File: src/rtl/kd_tree_leaf_search_defines.svh
// ----------------------------------------------------------------------------
// kd_tree_leaf_search_defines
// Assertion macros shared by the kd-tree leaf search RTL.
// ----------------------------------------------------------------------------
`ifndef KD_TREE_LEAF_SEARCH_DEFINES_SVH
`define KD_TREE_LEAF_SEARCH_DEFINES_SVH

// Consequent checked in the same cycle as the antecedent.
`define KDLS_ASSERT_SAME(label, ante, cons, msg) \
    label: assert property (@(posedge i_clk) disable iff (!i_rst_n) (ante) |-> (cons)) \
        else $error(msg);

// Consequent checked in the cycle after the antecedent.
`define KDLS_ASSERT_NEXT(label, ante, cons, msg) \
    label: assert property (@(posedge i_clk) disable iff (!i_rst_n) (ante) |=> (cons)) \
        else $error(msg);

`endif

File: src/rtl/kdls_ram.sv
// ----------------------------------------------------------------------------
// kdls_ram
// Generic simple dual-port RAM, one write and one registered read port.
// ----------------------------------------------------------------------------
`timescale 1ns / 1ps

module kdls_ram #(
    parameter int WIDTH = 32,
    parameter int DEPTH = 64
) (
    input  logic                                   i_clk,
    input  logic                                   i_we,
    input  logic [((DEPTH > 1) ? $clog2(DEPTH) : 1)-1:0] i_waddr,
    input  logic [WIDTH-1:0]                       i_wdata,
    input  logic                                   i_re,
    input  logic [((DEPTH > 1) ? $clog2(DEPTH) : 1)-1:0] i_raddr,
    output logic [WIDTH-1:0]                       o_rdata
);

    logic [WIDTH-1:0] r_mem [DEPTH];
    logic [WIDTH-1:0] r_rdata;

    always_ff @(posedge i_clk) begin
        if (i_we) begin
            r_mem[i_waddr] <= i_wdata;
        end
        if (i_re) begin
            r_rdata <= r_mem[i_raddr];
        end
    end

    assign o_rdata = r_rdata;

endmodule

File: config.mk
export PLATFORM = sky130hd
export DESIGN_NAME = kdls_ram
export DESIGN_NICKNAME = d
export VERILOG_FILES = /design/src/rtl/kd_tree_leaf_search_defines.svh /design/src/rtl/kdls_ram.sv
export SDC_FILE = /design/constraint.sdc
export NUM_CORES = 2
export LEC_CHECK = 0
export BUFFER_PORTS_ARGS = -buffer_cell sky130_fd_sc_hd__buf_2
export CAP_MARGIN = 20
export CORE_MARGIN = 4
export CORE_UTILIZATION = 55
export CTS_BUF_LIST = sky130_fd_sc_hd__clkbuf_8 sky130_fd_sc_hd__clkbuf_16
export CTS_CLUSTER_DIAMETER = 50
export DETAILED_ROUTE_END_ITERATION = 10
export PLACE_DENSITY = 0.78
export SETUP_SLACK_MARGIN = 0.3
export SLEW_MARGIN = 40
export SYNTH_ARGS = -nofsm -noshare
export SYNTH_HDL_FRONTEND = slang
export SYNTH_SLANG_ARGS = --single-unit
File: constraint.sdc
create_clock -name i_clk -period 3.7 [get_ports i_clk]
set_input_delay 0.37 -clock i_clk [delete_from_list [all_inputs] [get_ports i_clk]]
set_output_delay 0.37 -clock i_clk [all_outputs]
set_load 0.01 [all_outputs]
# Yosys cells after proc, flatten, opt, wreduce, memory -nomap -nowiden
# Memory sizes are Yosys's and may differ from the RTL's. A register that Yosys moved wholly into a read port is not among the register bits.
# Index checks and enable logic that the tools add are counted.
[word_totals] reg_bits=0 ram_bits=2048 output_inout_bits=32 n_memories=1
[op_classes] mux=2
[mem_list] name="r_mem" depth=64 word_bits=32 rd=1 rd_clocked_by_memory_dff=1 write_ports=1 line_no="kdls_ram.sv:20" text="logic [WIDTH-1:0] r_mem [DEPTH];"
[op_table] operator="$mux 1" n=2

# Logic depth before layout (Yosys ltp)
[logic_depth] depth_word=2 ltp_mapped=10

# Worst setup path after synthesis
# No wires, ideal clock.
[synth_path] path_kind="input -> register" from="in i_waddr[3] (netlist name)" to="mem r_mem[48][0] (enable)" setup_slack_ns=0.170 setup_ns=0.461 cell_stages=4 arrival_time_ns=3.069 path_cell_list="clkbuf_1 -> nor2b_1 -> nand4b_1 -> nor3_1"
[synth_lines] element="start, declared" line_no="kdls_ram.sv:13" text="input logic [((DEPTH > 1) ? $clog2(DEPTH) : 1)-1:0] i_waddr,"
[synth_lines] element="end, declared" line_no="kdls_ram.sv:20"
# No word-level cell before the write port.

==> reports/metrics.cfg <==
[global_route]
grt_pass1_wl_um = 299000
antenna_found_initial = 23
grt_pass1_vias = 39845
grt_max_degree = 66
overflow = 0
grtUsageTotal_pct = 28.2

[setup_path]
cp-start-kind = input pin
critPathKind = input pin to flop
rr_endpoint = o_rdata[0]
critPathMaxFanout = 43
cp.required_ns = 4.19
r2r_slack_ns = 0.99
cp.arrival_ns = 3.27
worstReg2RegStart = r_mem[58][0]
critPathCaptureType = flop
r2r_cells = 4

[drt]
vias = 39411
viasPerCell = 6.95
ant_nets = 0
first_pass_iters = 5
drt-total-wl_um = 209000
initialDrtViolationCount = 6625
drc = 0
wl_per_cell_um = 36.9

[place]
globalplace.congestion = 0.846
portBuffers = 78
pre_cts_ws_ns = 0.218
place_hpwl_um = 114000
placed_area_um2 = 83200

[pwr]
ir_drop_mv = 0.447
p_leak_nw = 28.0
p_per_area_nw_per_um2 = 537

[hold_path]
hold_start = i_wdata[18]
hold_depth = 1
min_path_type = input pin to flop
whs_endpoint = r_mem[53][18]

[sta]
slew_headroom_pct = 41.8
fin_ws_ns = 0.923
rsz0062_at_grt = false
worst_pin_slew_ns = 0.871
slew_violations = 0
post-route-min-period_ns = 2.78
setup_viol = 0
hold_viol_final = 0
period_share_pct = 75.1
setup_tns_ns = 0
max_freq_ghz = 0.360
finalClockSkew_ns = 0.0330

[layout]
drive_above_1_share_pct = 30.7
final_common_cell = edfxtp_1
final_area_um2 = 89400
mostFrequentLayoutCells = 2080 x edfxtp_1, 544 x mux4_2, 197 x clkbuf_16, 190 x buf_4, 93 x mux2i_1
area_growth_pct = 13.4
nets = 3663

[synthesis]
post-synth-top-area-cell = edfxtp_1
syn_avg_cell_area_um2 = 23.7
synthCells = 3324
yosysUniqueCellTypes = 33
synth_top_area_share_pct = 79.2
synth-seq-area-share_pct = 79.2
mappedNetlistNets = 3371
synth_seq_cells = 2080
synth_area_leaders = edfxtp_1 79%, mux4_2 16%, mux2i_1 1.2%, o22ai_1 0.67%, nor2_1 0.65%
ys_warn_count = 0
mappedNetlistArea_um2 = 78800

[clock_network]
path_clk_slew_ns = 0.06
insertion_delay_ns = 0.83
cts_max_path_buffers = 3
cts_hold_buf = 0
cts_tree = yes
h-tree-depth = 4
ctsResizeCount = 0
cts-buffers-inserted = 195
cts_sinks = 2080
postCtsSetupBuffers = 0
ctsRootBufferMaster = clkbuf_16

[die]
die-area_um2 = 149000
core-area_um2 = 142000
die_h_um = 387
initial_core_util_pct = 55.5
num_rows = 138
fp.dieW_um = 387
pin_count = 79

[outcome]
status = finished clean

[job]
drv_cap = 0

==> report_power, final <==
group | internal, mW | total (mW) | switching, mW
clock | 10.7 | 19.3 | 8.55
sequential | 26.1 | 26.2 | 0.0990
combinational | 0.919 | 2.50 | 1.58
total | 37.8 | 48.0 | 10.2
==> worst max-delay path, stage by stage <==
cell	delay [ns]
buf_8	0.49
buf_4	0.46
mux4_2	0.57
mux4_2	0.46
o22ai_1	0.57
nor2_1	0.31
==> state kept, by name (all words and copies together), names as in the netlist <==
name and count:
r_mem 2048, o_rdata 32
==> per-layer routing <==
metal / GRT usage (%) / vias up / part of all wire [%]
li1: - / 14889 / -
met1: 37.6 / 20542 / 34
met2: 44.4 / 3361 / 49
met3: 7.97 / 601 / 13
met4: 11.6 / 18 / 4.5
met5: 0 / - / 0.061
==> cell type report <==
type	instances	area [µm²]
multi-input combinational	1062	16000
fill	8823	52600
clock inverter	153	1160
timing repair buffer	277	2430
clock buffer	197	4930
sequential	2080	62500
antenna	9	22.5
tap	1890	2360
==> through the flow <==
stage	power (mW)	util, %	hold slack [ns]	cells
2_1_floorplan	28.0	-	0.469	3324
3_3_place_gp	29.1	58.6	0.805	5309
3_5_place_dp	29.1	58.6	0.790	5309
4_1_cts	48.1	62.9	0.0469	5659
5_1_grt	49.4	63.0	0.0859	5660
6_report	48.0	63.0	0.107	5668
==> cell usage after synthesis (all sizes together) <==
cell type and count:
mux2i 93, o221ai 27, nor2b 15, nand3 5, a21oi 62, or3b 5, a31oi 1, nand4 2
nor3 7, clkbuf 74, a311oi 8, nand3b 5, or3 3, nand2 26, buf 108, mux4 544
nand4b 1, and3 4, and2 2, or2 3, o32ai 4, nor2 137, a22oi 12, nand2b 8
a41o 4, o22ai 84, edfxtp 2080
==> kinds of logic after synthesis <==
kind of cell / Yosys count / synth area share [%]
AOI/OAI and AO/OA: 202 / 1.67
muxes: 637 / 16.7
buffers and inverters: 182 / 1.12
and+or+nand+nor: 223 / 1.26
DFF: 2080 / 79.2
==> worst max path at each step <==
stage                          start           end  slack, ns  cells past startpoint
after detailed placement  i_raddr[0]    o_rdata[0]       0.22                      6
final                     i_raddr[0]    o_rdata[0]       0.92                      6
after global placement    i_raddr[0]   o_rdata[11]       0.23                      6
after global routing      i_raddr[0]    o_rdata[0]       0.84                      6
after floorplan           i_waddr[5]  r_mem[39][0]       0.68                      4
after CTS                 i_raddr[0]    o_rdata[0]       1.06                      6
No activity file was read; power rests on OpenSTA's default activity.
