`config.mk`:
```
export PLATFORM = sky130hd
export DESIGN_NAME = kdls_seq
export DESIGN_NICKNAME = d
export VERILOG_FILES = /design/src/rtl/kdls_pkg.sv /design/src/rtl/kdls_seq.sv
export VERILOG_INCLUDE_DIRS = /design/src /design/src/rtl
export SDC_FILE = /design/constraint.sdc
export NUM_CORES = 1
export LEC_CHECK = 0
export BUFFER_PORTS_ARGS = -buffer_cell sky130_fd_sc_hd__buf_2
export CAP_MARGIN = 10
export CORE_MARGIN = 2
export CORE_UTILIZATION = 46
export CTS_CLUSTER_SIZE = 40
export DETAILED_ROUTE_END_ITERATION = 7
export PLACE_DENSITY = 0.82
export SYNTH_ARGS = -nofsm -noshare
export SYNTH_HDL_FRONTEND = slang
export SYNTH_SLANG_ARGS = --single-unit
```
`constraint.sdc`:
```
create_clock -name i_clk -period 3.9 [get_ports i_clk]
set_input_delay 0.39 -clock i_clk [delete_from_list [all_inputs] [get_ports i_clk]]
set_output_delay 0.39 -clock i_clk [all_outputs]
set_load 0.005 [all_outputs]
```
`src/rtl/kd_tree_leaf_search_defines.svh`:
```
// ----------------------------------------------------------------------------
// kd_tree_leaf_search_defines
// Assertion macros shared by the kd-tree leaf search RTL.
// ----------------------------------------------------------------------------
`ifndef KD_TREE_LEAF_SEARCH_DEFINES_SVH
`define KD_TREE_LEAF_SEARCH_DEFINES_SVH

// Consequent checked in the same cycle as the antecedent.
`define KDLS_ASSERT_SAME(label, ante, cons, msg) \
    label: assert property (@(posedge i_clk) disable iff (!i_rst_n) (ante) |-> (cons)) \
        else $error(msg);

// Consequent checked in the cycle after the antecedent.
`define KDLS_ASSERT_NEXT(label, ante, cons, msg) \
    label: assert property (@(posedge i_clk) disable iff (!i_rst_n) (ante) |=> (cons)) \
        else $error(msg);

`endif

```
`src/rtl/kdls_pkg.sv`:
```
// ----------------------------------------------------------------------------
// kdls_pkg
// Constants, codes and types of the kd-tree leaf search block.
// ----------------------------------------------------------------------------
`timescale 1ns / 1ps

package kdls_pkg;

    localparam int LEVELS     = 10;
    localparam int DIM        = 64;
    localparam int VALUE_BITS = 32;

    localparam int NODE_COUNT = (2 ** LEVELS) - 1;
    localparam int NODE_AW    = LEVELS;
    localparam int FEAT_AW    = (DIM > 1) ? $clog2(DIM) : 1;
    localparam int LEVEL_W    = $clog2(LEVELS + 1);

    localparam int MODE_W   = 2;
    localparam int INDEX_W  = 10;
    localparam int COMP_W   = 6;
    localparam int IN_VAL_W = 32;
    localparam int LEAF_W   = 10;
    localparam int STEPS_W  = 4;
    localparam int TL_W     = 4;
    localparam int MD_W     = 5;
    localparam int CFG_AW   = 1;
    localparam int CFG_DW   = 5;

    localparam logic [TL_W-1:0] TREE_LEVELS_RST = TL_W'(10);
    localparam logic [MD_W-1:0] MAX_DEPTH_RST   = MD_W'(0);

    typedef enum logic [MODE_W-1:0] {
        MODE_NODE = 2'd0,
        MODE_FEAT = 2'd1,
        MODE_EVAL = 2'd2
    } t_mode;

    typedef enum logic [CFG_AW-1:0] {
        CFG_TREE_LEVELS = 1'd0,
        CFG_MAX_DEPTH   = 1'd1
    } t_cfg_idx;

    typedef enum logic [2:0] {
        S_IDLE,
        S_CHECK,
        S_FEAT,
        S_CMP,
        S_DONE
    } t_state;

    typedef struct packed {
        logic [COMP_W-1:0]            comp;
        logic signed [VALUE_BITS-1:0] plane;
    } t_node;

    localparam int NODE_W = $bits(t_node);

    typedef struct packed {
        logic               node_re;
        logic [NODE_AW-1:0] node_addr;
        logic               feat_re;
        logic [FEAT_AW-1:0] feat_addr;
    } t_rd_req;

endpackage

```
`src/rtl/kdls_seq.sv`:
```
// ----------------------------------------------------------------------------
// kdls_seq
// Descent sequencer: one node read, one feature read and one compare per level.
// ----------------------------------------------------------------------------
`timescale 1ns / 1ps
`include "kd_tree_leaf_search_defines.svh"

module kdls_seq (
    input  logic                                  i_clk,
    input  logic                                  i_rst_n,
    input  logic                                  i_start_eval,
    input  logic [kdls_pkg::TL_W-1:0]             i_tree_levels,
    input  logic [kdls_pkg::MD_W-1:0]             i_max_depth,
    input  kdls_pkg::t_node                       i_node_rdata,
    input  logic signed [kdls_pkg::VALUE_BITS-1:0] i_feat_rdata,
    output kdls_pkg::t_rd_req                     o_rd_req,
    output logic                                  o_busy,
    output logic                                  o_valid,
    output logic [kdls_pkg::LEAF_W-1:0]           o_leaf_index,
    output logic [kdls_pkg::STEPS_W-1:0]          o_steps_taken
);

    kdls_pkg::t_state r_state, n_state;

    logic [kdls_pkg::NODE_AW-1:0]         r_node,  n_node;
    logic [kdls_pkg::LEVEL_W-1:0]         r_level, n_level;
    logic [kdls_pkg::STEPS_W-1:0]         r_steps, n_steps;
    logic signed [kdls_pkg::VALUE_BITS-1:0] r_plane, n_plane;
    logic                                 r_oob,   n_oob;

    logic [kdls_pkg::LEVEL_W-1:0]         w_level_init;
    logic                                 w_stop;
    logic signed [kdls_pkg::VALUE_BITS-1:0] w_feat;
    logic                                 w_left;

    // clamp tree size into 1..LEVELS
    always_comb begin
        if (i_tree_levels == '0) begin
            w_level_init = kdls_pkg::LEVEL_W'(1);
        end else if (32'(i_tree_levels) > kdls_pkg::LEVELS) begin
            w_level_init = kdls_pkg::LEVEL_W'(kdls_pkg::LEVELS);
        end else begin
            w_level_init = kdls_pkg::LEVEL_W'(i_tree_levels);
        end
    end

    assign w_stop = (r_level <= kdls_pkg::LEVEL_W'(1))
        || ((i_max_depth != '0)
            && ((kdls_pkg::MD_W'(r_steps) + kdls_pkg::MD_W'(1)) >= i_max_depth))
        || (r_node == kdls_pkg::NODE_AW'(kdls_pkg::NODE_COUNT));

    assign w_feat = r_oob ? '0 : i_feat_rdata;
    assign w_left = (w_feat < r_plane);

    // next state
    always_comb begin
        n_state = r_state;
        case (r_state)
            kdls_pkg::S_IDLE: begin
                if (i_start_eval) begin
                    n_state = kdls_pkg::S_CHECK;
                end
            end
            kdls_pkg::S_CHECK: begin
                n_state = w_stop ? kdls_pkg::S_DONE : kdls_pkg::S_FEAT;
            end
            kdls_pkg::S_FEAT: n_state = kdls_pkg::S_CMP;
            kdls_pkg::S_CMP:  n_state = kdls_pkg::S_CHECK;
            kdls_pkg::S_DONE: n_state = kdls_pkg::S_IDLE;
            default:          n_state = kdls_pkg::S_IDLE;
        endcase
    end

    // outputs
    always_comb begin
        o_rd_req           = '0;
        o_rd_req.node_addr = r_node;
        o_rd_req.feat_addr = kdls_pkg::FEAT_AW'(i_node_rdata.comp);
        o_busy             = 1'b1;
        o_valid            = 1'b0;
        case (r_state)
            kdls_pkg::S_IDLE:  o_busy = 1'b0;
            kdls_pkg::S_CHECK: o_rd_req.node_re = ~w_stop;
            kdls_pkg::S_FEAT:  o_rd_req.feat_re = 1'b1;
            kdls_pkg::S_CMP:   o_busy = 1'b1;
            kdls_pkg::S_DONE:  o_valid = 1'b1;
            default:           o_busy = 1'b0;
        endcase
    end

    // datapath
    always_comb begin
        n_node  = r_node;
        n_level = r_level;
        n_steps = r_steps;
        n_plane = r_plane;
        n_oob   = r_oob;
        case (r_state)
            kdls_pkg::S_IDLE: begin
                n_node  = '0;
                n_level = w_level_init;
                n_steps = '0;
            end
            kdls_pkg::S_FEAT: begin
                n_plane = i_node_rdata.plane;
                n_oob   = (32'(i_node_rdata.comp) >= kdls_pkg::DIM);
            end
            kdls_pkg::S_CMP: begin
                n_node = w_left ? (r_node + kdls_pkg::NODE_AW'(1))
                                : (r_node + (kdls_pkg::NODE_AW'(1)
                                             << (r_level - kdls_pkg::LEVEL_W'(1))));
                n_level = r_level - kdls_pkg::LEVEL_W'(1);
                n_steps = r_steps + kdls_pkg::STEPS_W'(1);
            end
            default: begin
                n_node = r_node;
            end
        endcase
    end

    always_ff @(posedge i_clk) begin
        if (!i_rst_n) begin
            r_state <= kdls_pkg::S_IDLE;
        end else begin
            r_state <= n_state;
        end
    end

    always_ff @(posedge i_clk) begin
        r_node  <= n_node;
        r_level <= n_level;
        r_steps <= n_steps;
        r_plane <= n_plane;
        r_oob   <= n_oob;
    end

    assign o_leaf_index  = kdls_pkg::LEAF_W'(r_node);
    assign o_steps_taken = r_steps;

    `KDLS_ASSERT_NEXT(a_strobe_single, o_valid, !o_valid, "result strobe held longer than one cycle")
    `KDLS_ASSERT_NEXT(a_start_busy, i_start_eval, o_busy, "evaluation request did not raise busy")
    `KDLS_ASSERT_NEXT(a_step_count, r_state == kdls_pkg::S_CMP, r_steps == $past(r_steps) + kdls_pkg::STEPS_W'(1), "step count not advanced by compare")
    `KDLS_ASSERT_SAME(a_steps_bound, o_valid, 32'(o_steps_taken) < kdls_pkg::LEVELS, "step count exceeds tree depth")

endmodule

```
After elaboration in Yosys (flattened, before gate mapping)
Cells that the tools add are included.
{"block": "totals", "inputBits": 82, "word_cells": 43, "register_bits": 53, "output_inout_bits": 34}
{"block": "op_classes", "reduce_logical": 8, "add_sub_neg": 5, "bitwise": 1, "n_eq_ne": 6, "order_cmp": 4, "muxes": 13, "shifts": 1}
{"operator": "$lt A32 B32 Y1", "count": 1}
{"operator": "$pmux W10 S2", "count": 1}
{"operator": "$pmux W4 S2", "count": 2}
{"operator": "$pmux W3 S4", "count": 1}
{"operator": "$add A10 B1 Y10 const B", "count": 1}
{"operator": "$add A10 B10 Y10", "count": 1}
{"operator": "$eq A10 B10 Y1 const B", "count": 1}
{"operator": "$mux W10", "count": 1}
{"operator": "$shl A1 B4 Y10 const A", "count": 1}
{"operator": "$mux W4", "count": 2}
{"operator": "$eq A3 B2 Y1 const B", "count": 2}
{"operator": "$mux W3", "count": 2}
{"operator": "$add A4 B1 Y5 const B", "count": 1}
{"operator": "$ge A5 B5 Y1", "count": 1}
{"operator": "$reduce_bool A5 Y1", "count": 1}
{"operator": "$add A4 B1 Y4 const B", "count": 1}
{"operator": "$gt A4 B4 Y1 const B", "count": 1}
{"operator": "$le A4 B1 Y1 const B", "count": 1}
{"operator": "$logic_not A4 Y1", "count": 1}
{"operator": "$mux W1", "count": 4}
{"operator": "$reduce_or A4 Y1", "count": 1}
{"operator": "$sub A4 B1 Y4 const B", "count": 1}
{"operator": "$eq A3 B1 Y1 const B", "count": 1}
{"operator": "$eq A3 B3 Y1 const B", "count": 1}
{"operator": "6 further kinds", "count": 7}

Longest topological paths before layout
{"block": "depth", "word_depth": 7, "mapped_depth": 19}

Worst setup path before layout
OpenSTA, ideal clock, no wires.
{"block": "synth_timing", "path_type": "in2reg", "from": "in i_feat_rdata[31] in the netlist's numbering", "to": "reg r_node (netlist bit o_leaf_index[9]), data pin", "path_stages": 16, "slack_ns": 0.029, "required_time_ns": 3.748, "arrival_ns": 3.719, "path_cell_list": "ha_1 nand2_1 or3_1 nand3b_1 a31oi_1 nor2_2 mux2i_2 nor3b_1 ha_1 a21o_1 a211oi_1 o21ai_0 and2_1 a41o_1 a2111o_1 o21ai_0"}
{"block": "synth_via", "elab_chain_cells": 3}
{"item": "start, declared", "line_no": "kdls_seq.sv:15", "source": "input logic signed [kdls_pkg::VALUE_BITS-1:0] i_feat_rdata,"}
{"item": "$lt A32 B32 Y1", "line_no": "kdls_seq.sv:53", "source": "assign w_left = (w_feat < r_plane);"}
{"item": "$mux W10", "line_no": "kdls_seq.sv:109", "source": "n_node = w_left ? (r_node + kdls_pkg::NODE_AW'(1))"}
{"item": "$pmux W10 S2", "line_no": "kdls_seq.sv:98", "source": "case (r_state)"}
{"item": "end signal, assigned", "line_no": "kdls_seq.sv:130", "source": "r_node <= n_node;"}
{"item": "end, declared", "line_no": "kdls_seq.sv:25", "source": "logic [kdls_pkg::NODE_AW-1:0] r_node, n_node;"}
Every way passes these cells.
A chain may end at the register's enable or synchronous reset.

Worst setup path after layout
{"block": "layout_timing", "from": "reg r_plane[29] in the netlist's numbering", "to": "reg r_node (netlist bit o_leaf_index[9]), data pin"}
{"block": "layout_via", "elab_chain_cells": 3}
{"item": "start, declared", "line_no": "kdls_seq.sv:28", "source": "logic signed [kdls_pkg::VALUE_BITS-1:0] r_plane, n_plane;"}
{"item": "start signal, assigned", "line_no": "kdls_seq.sv:133", "source": "r_plane <= n_plane;"}
{"item": "$lt A32 B32 Y1", "line_no": "kdls_seq.sv:53"}
{"item": "$mux W10", "line_no": "kdls_seq.sv:109"}
{"item": "$pmux W10 S2", "line_no": "kdls_seq.sv:98"}
Every way passes these cells.

==> metrics <==
Clock power frac 18.2%; internal power ~1300 µW; distinct cell type count after synthesis 45; Commonest cells post-synth ha_1 (52), edfxtp_1 (50), inv_1 (49); Layout Skew about 0.012 ns; Final Util 61.8%; gr usage total around a fifth; share of layout cells above drive strength 1 a little under two fifths; fmax between 200 and 300 MHz; GRT overflow 0; die height between 90 and 100 µm; Slew Limit Fails 0; DR pass1 iterations 4; RSZ-0062 raised after global routing true; Setup Viol. Count Final 0; Iteration-0 DRC Markers ~150; number of buffers added on ports 103; GPL Wtd Cong 0.864; Tmin final 3.89 ns; antenna violations before repair 0; Worst VDD drop 0.303 mV; Seq pwr share between 40% and 50%; Leak 0.00215 µW; CP Data Required Time 3.96 ns; CP Class reg -> reg; WL final 8330 µm; syn_area_per_cell about 10 µm²; post-synthesis sequential area ratio between 40% and 50%; routed vias around 2900; RR Startpoint r_plane[29]; Die Area ~8300 µm²; FFs w/ async S/R, synth 0%; Final Cycle Share 99.7%; first-pass GRT wire length ~13000 µm; most frequent cell after synthesis ha_1; vias in the first global route roughly 2800; Post-synth EDFFs 50; worst path cell trace inv_2, ha_4, nand3_2, or3_4, nand3b_1, a31oi_2, nor2_2, mux2i_4, buf_6, nor3b_2, ha_1, a21o_1, a211oi_2, o21ai_2, buf_4, a211oi_2, a41o_1, a2111o_1, o21ai_1; Diodes inserted 0; Pwr Density roughly 460 nW/µm²; Clock transition at path regs approximately 0.10 ns; largest stage delay on the critical path around 0.40 ns; Die Width just over 90 µm; Syn Inst Count around 340; vias per cell 5.17; CTS tree built; synthesized flop and latch total between 50 and 60; synth warn 0; status complete, no violations; endpoint kind of the worst setup timing path flop; number of CTS-inserted buffers 5; P&R area growth vs syn 29.1%; nets@finish ~590; HP Start i_node_rdata[6]; TNS Setup 0 ns; WL/cell around 15 µm; Worst-Margin Slew about 0.93 ns; Skew-Pair Late Insertion Delay 0.31 ns; Clock Tree Buf Depth 2; CP max FO 6; worst setup path startpoint r_plane[29]; Crit path top cell by count a211oi_2; Main synth FF type edfxtp_1; Initial Utilization between 40% and 50%; Hold Crit Class in -> reg; Largest delay share family, worst path compound AO/OA/AOI/OAI gates; Crit-path slowest cell or3_4; Slew headroom a little under two fifths; sw power between 700 and 800 µW; DRC viols 0; Mapped Area about 3500 µm²; post-synth top area cell edfxtp_1; Synth top area share roughly 43%; Synth area leaders edfxtp_1 (43%), ha_1 (19%), inv_1 (5.2%); # rows 31; final worst slack about 0.012 ns; DP HPWL ~6000 µm; cts hold-fix bufs 0; r2r setup slk 0.01 ns; worst path buffer plus inverter count 3; Root Buffer clkbuf_8; worst slack, placed -0.334 ns; H-tree Lvls 2; Final Hold Vio Count 0; syn_nets about 470; Sw Ratio 35.1%; Logic pwr share between 40% and 50%; crit start category flop; Max Cap Viol 0; largest net degree at the start of global routing 34; Core ar. 7330 µm²; I/O Pins 116; Routed Antenna Nets 0; number of clock sinks 53; arrival time of the worst setup path 3.95 ns
==> path summary, 6_finish.rpt <==
| check | end | depth (start not counted) |
|---|---|---|
| worst max-delay path | o_leaf_index[9] | 19 |
| worst min register to register | r_state[0] | 2 |
| worst min-delay path | r_plane[6] | 1 |
| worst max register to register | o_leaf_index[9] | 19 |
==> final cells by class <==
cell class              instances  area (µm²)
clock inverters                 2        38.8
well taps                      99         124
multi-input cells             215        1840
inverters                      49         184
fillers                       575        2800
clock buffers                   6        72.6
flip-flops and latches         53        1560
repair buffers                129         714
==> power by group through the flow <==
stage                     clock network (µW)  registers [µW]  logic (µW)
after floorplan                            0             847         491
after global routing                     400             872         921
final                                    375             856         836
after CTS                                382             852         770
after global placement                     0             859         708
after detailed placement                   0             865         736
==> metal layers <==
metal  vias up  track usage, %  wire [µm]
met1      1350            21.9       3440
met2        74            35.4       4400
li1       1414               -          -
met4         0            6.94        187
met5         -               0          0
met3        19            2.32        301
==> cells by family (layout without fill, tap and decap cells) <==
| logic type | Yosys count | in the layout | synth area share, % |
|---|---|---|---|
| AOI/OAI and AO/OA | 56 | 56 | 10.1 |
| adders and majority gates | 53 | 53 | 19.1 |
| DFF | 53 | 53 | 44.5 |
| xor gates and xnor gates | 10 | 10 | 2.50 |
| and+or+nand+nor | 94 | 94 | 14.1 |
| buffers and inverters | 69 | 186 | 9.09 |
| muxes | 2 | 2 | 0.678 |
==> sequential cells by signal (all words and copies together), names as in the netlist <==
| name | flops |
|---|---|
| o_leaf_index | 10 |
| r_plane | 32 |
| r_level | 4 |
| r_state | 3 |
| o_steps_taken | 4 |
==> layout by cell type, fill, tap and decap left out, types with 7 or more instances in the layout <==
cell / n
nor3_1: 11
buf_2: 103
nand2_1: 19
nand2b_1: 7
o21ai_0: 9
edfxtp_1: 50
ha_1: 46
a21oi_1: 14
inv_1: 45
nor2_1: 18
buf_4: 25
==> timing repair <==
action / CTS / global route
pin swaps: 8 / 20
endpoints found under the setup margin: 2 / 4
buffers inserted: 8 / 1
hold endpoints to repair: 0 / 0
cloned: 0 / 0
resized for setup: 13 / 32
==> stage by stage <==
step / total power (µW) / cell area, µm² / cells / hold slack [ns]
2_1_floorplan: 1340 / 3510 / 337 / 0.489
3_3_place_gp: 1570 / 4140 / 536 / 0.563
3_5_place_dp: 1600 / 4140 / 536 / 0.568
4_1_cts: 2000 / 4360 / 552 / 0.241
5_1_grt: 2190 / 4530 / 553 / 0.234
6_report: 2070 / 4530 / 553 / 0.244
(Power assumes the default switching activity.)
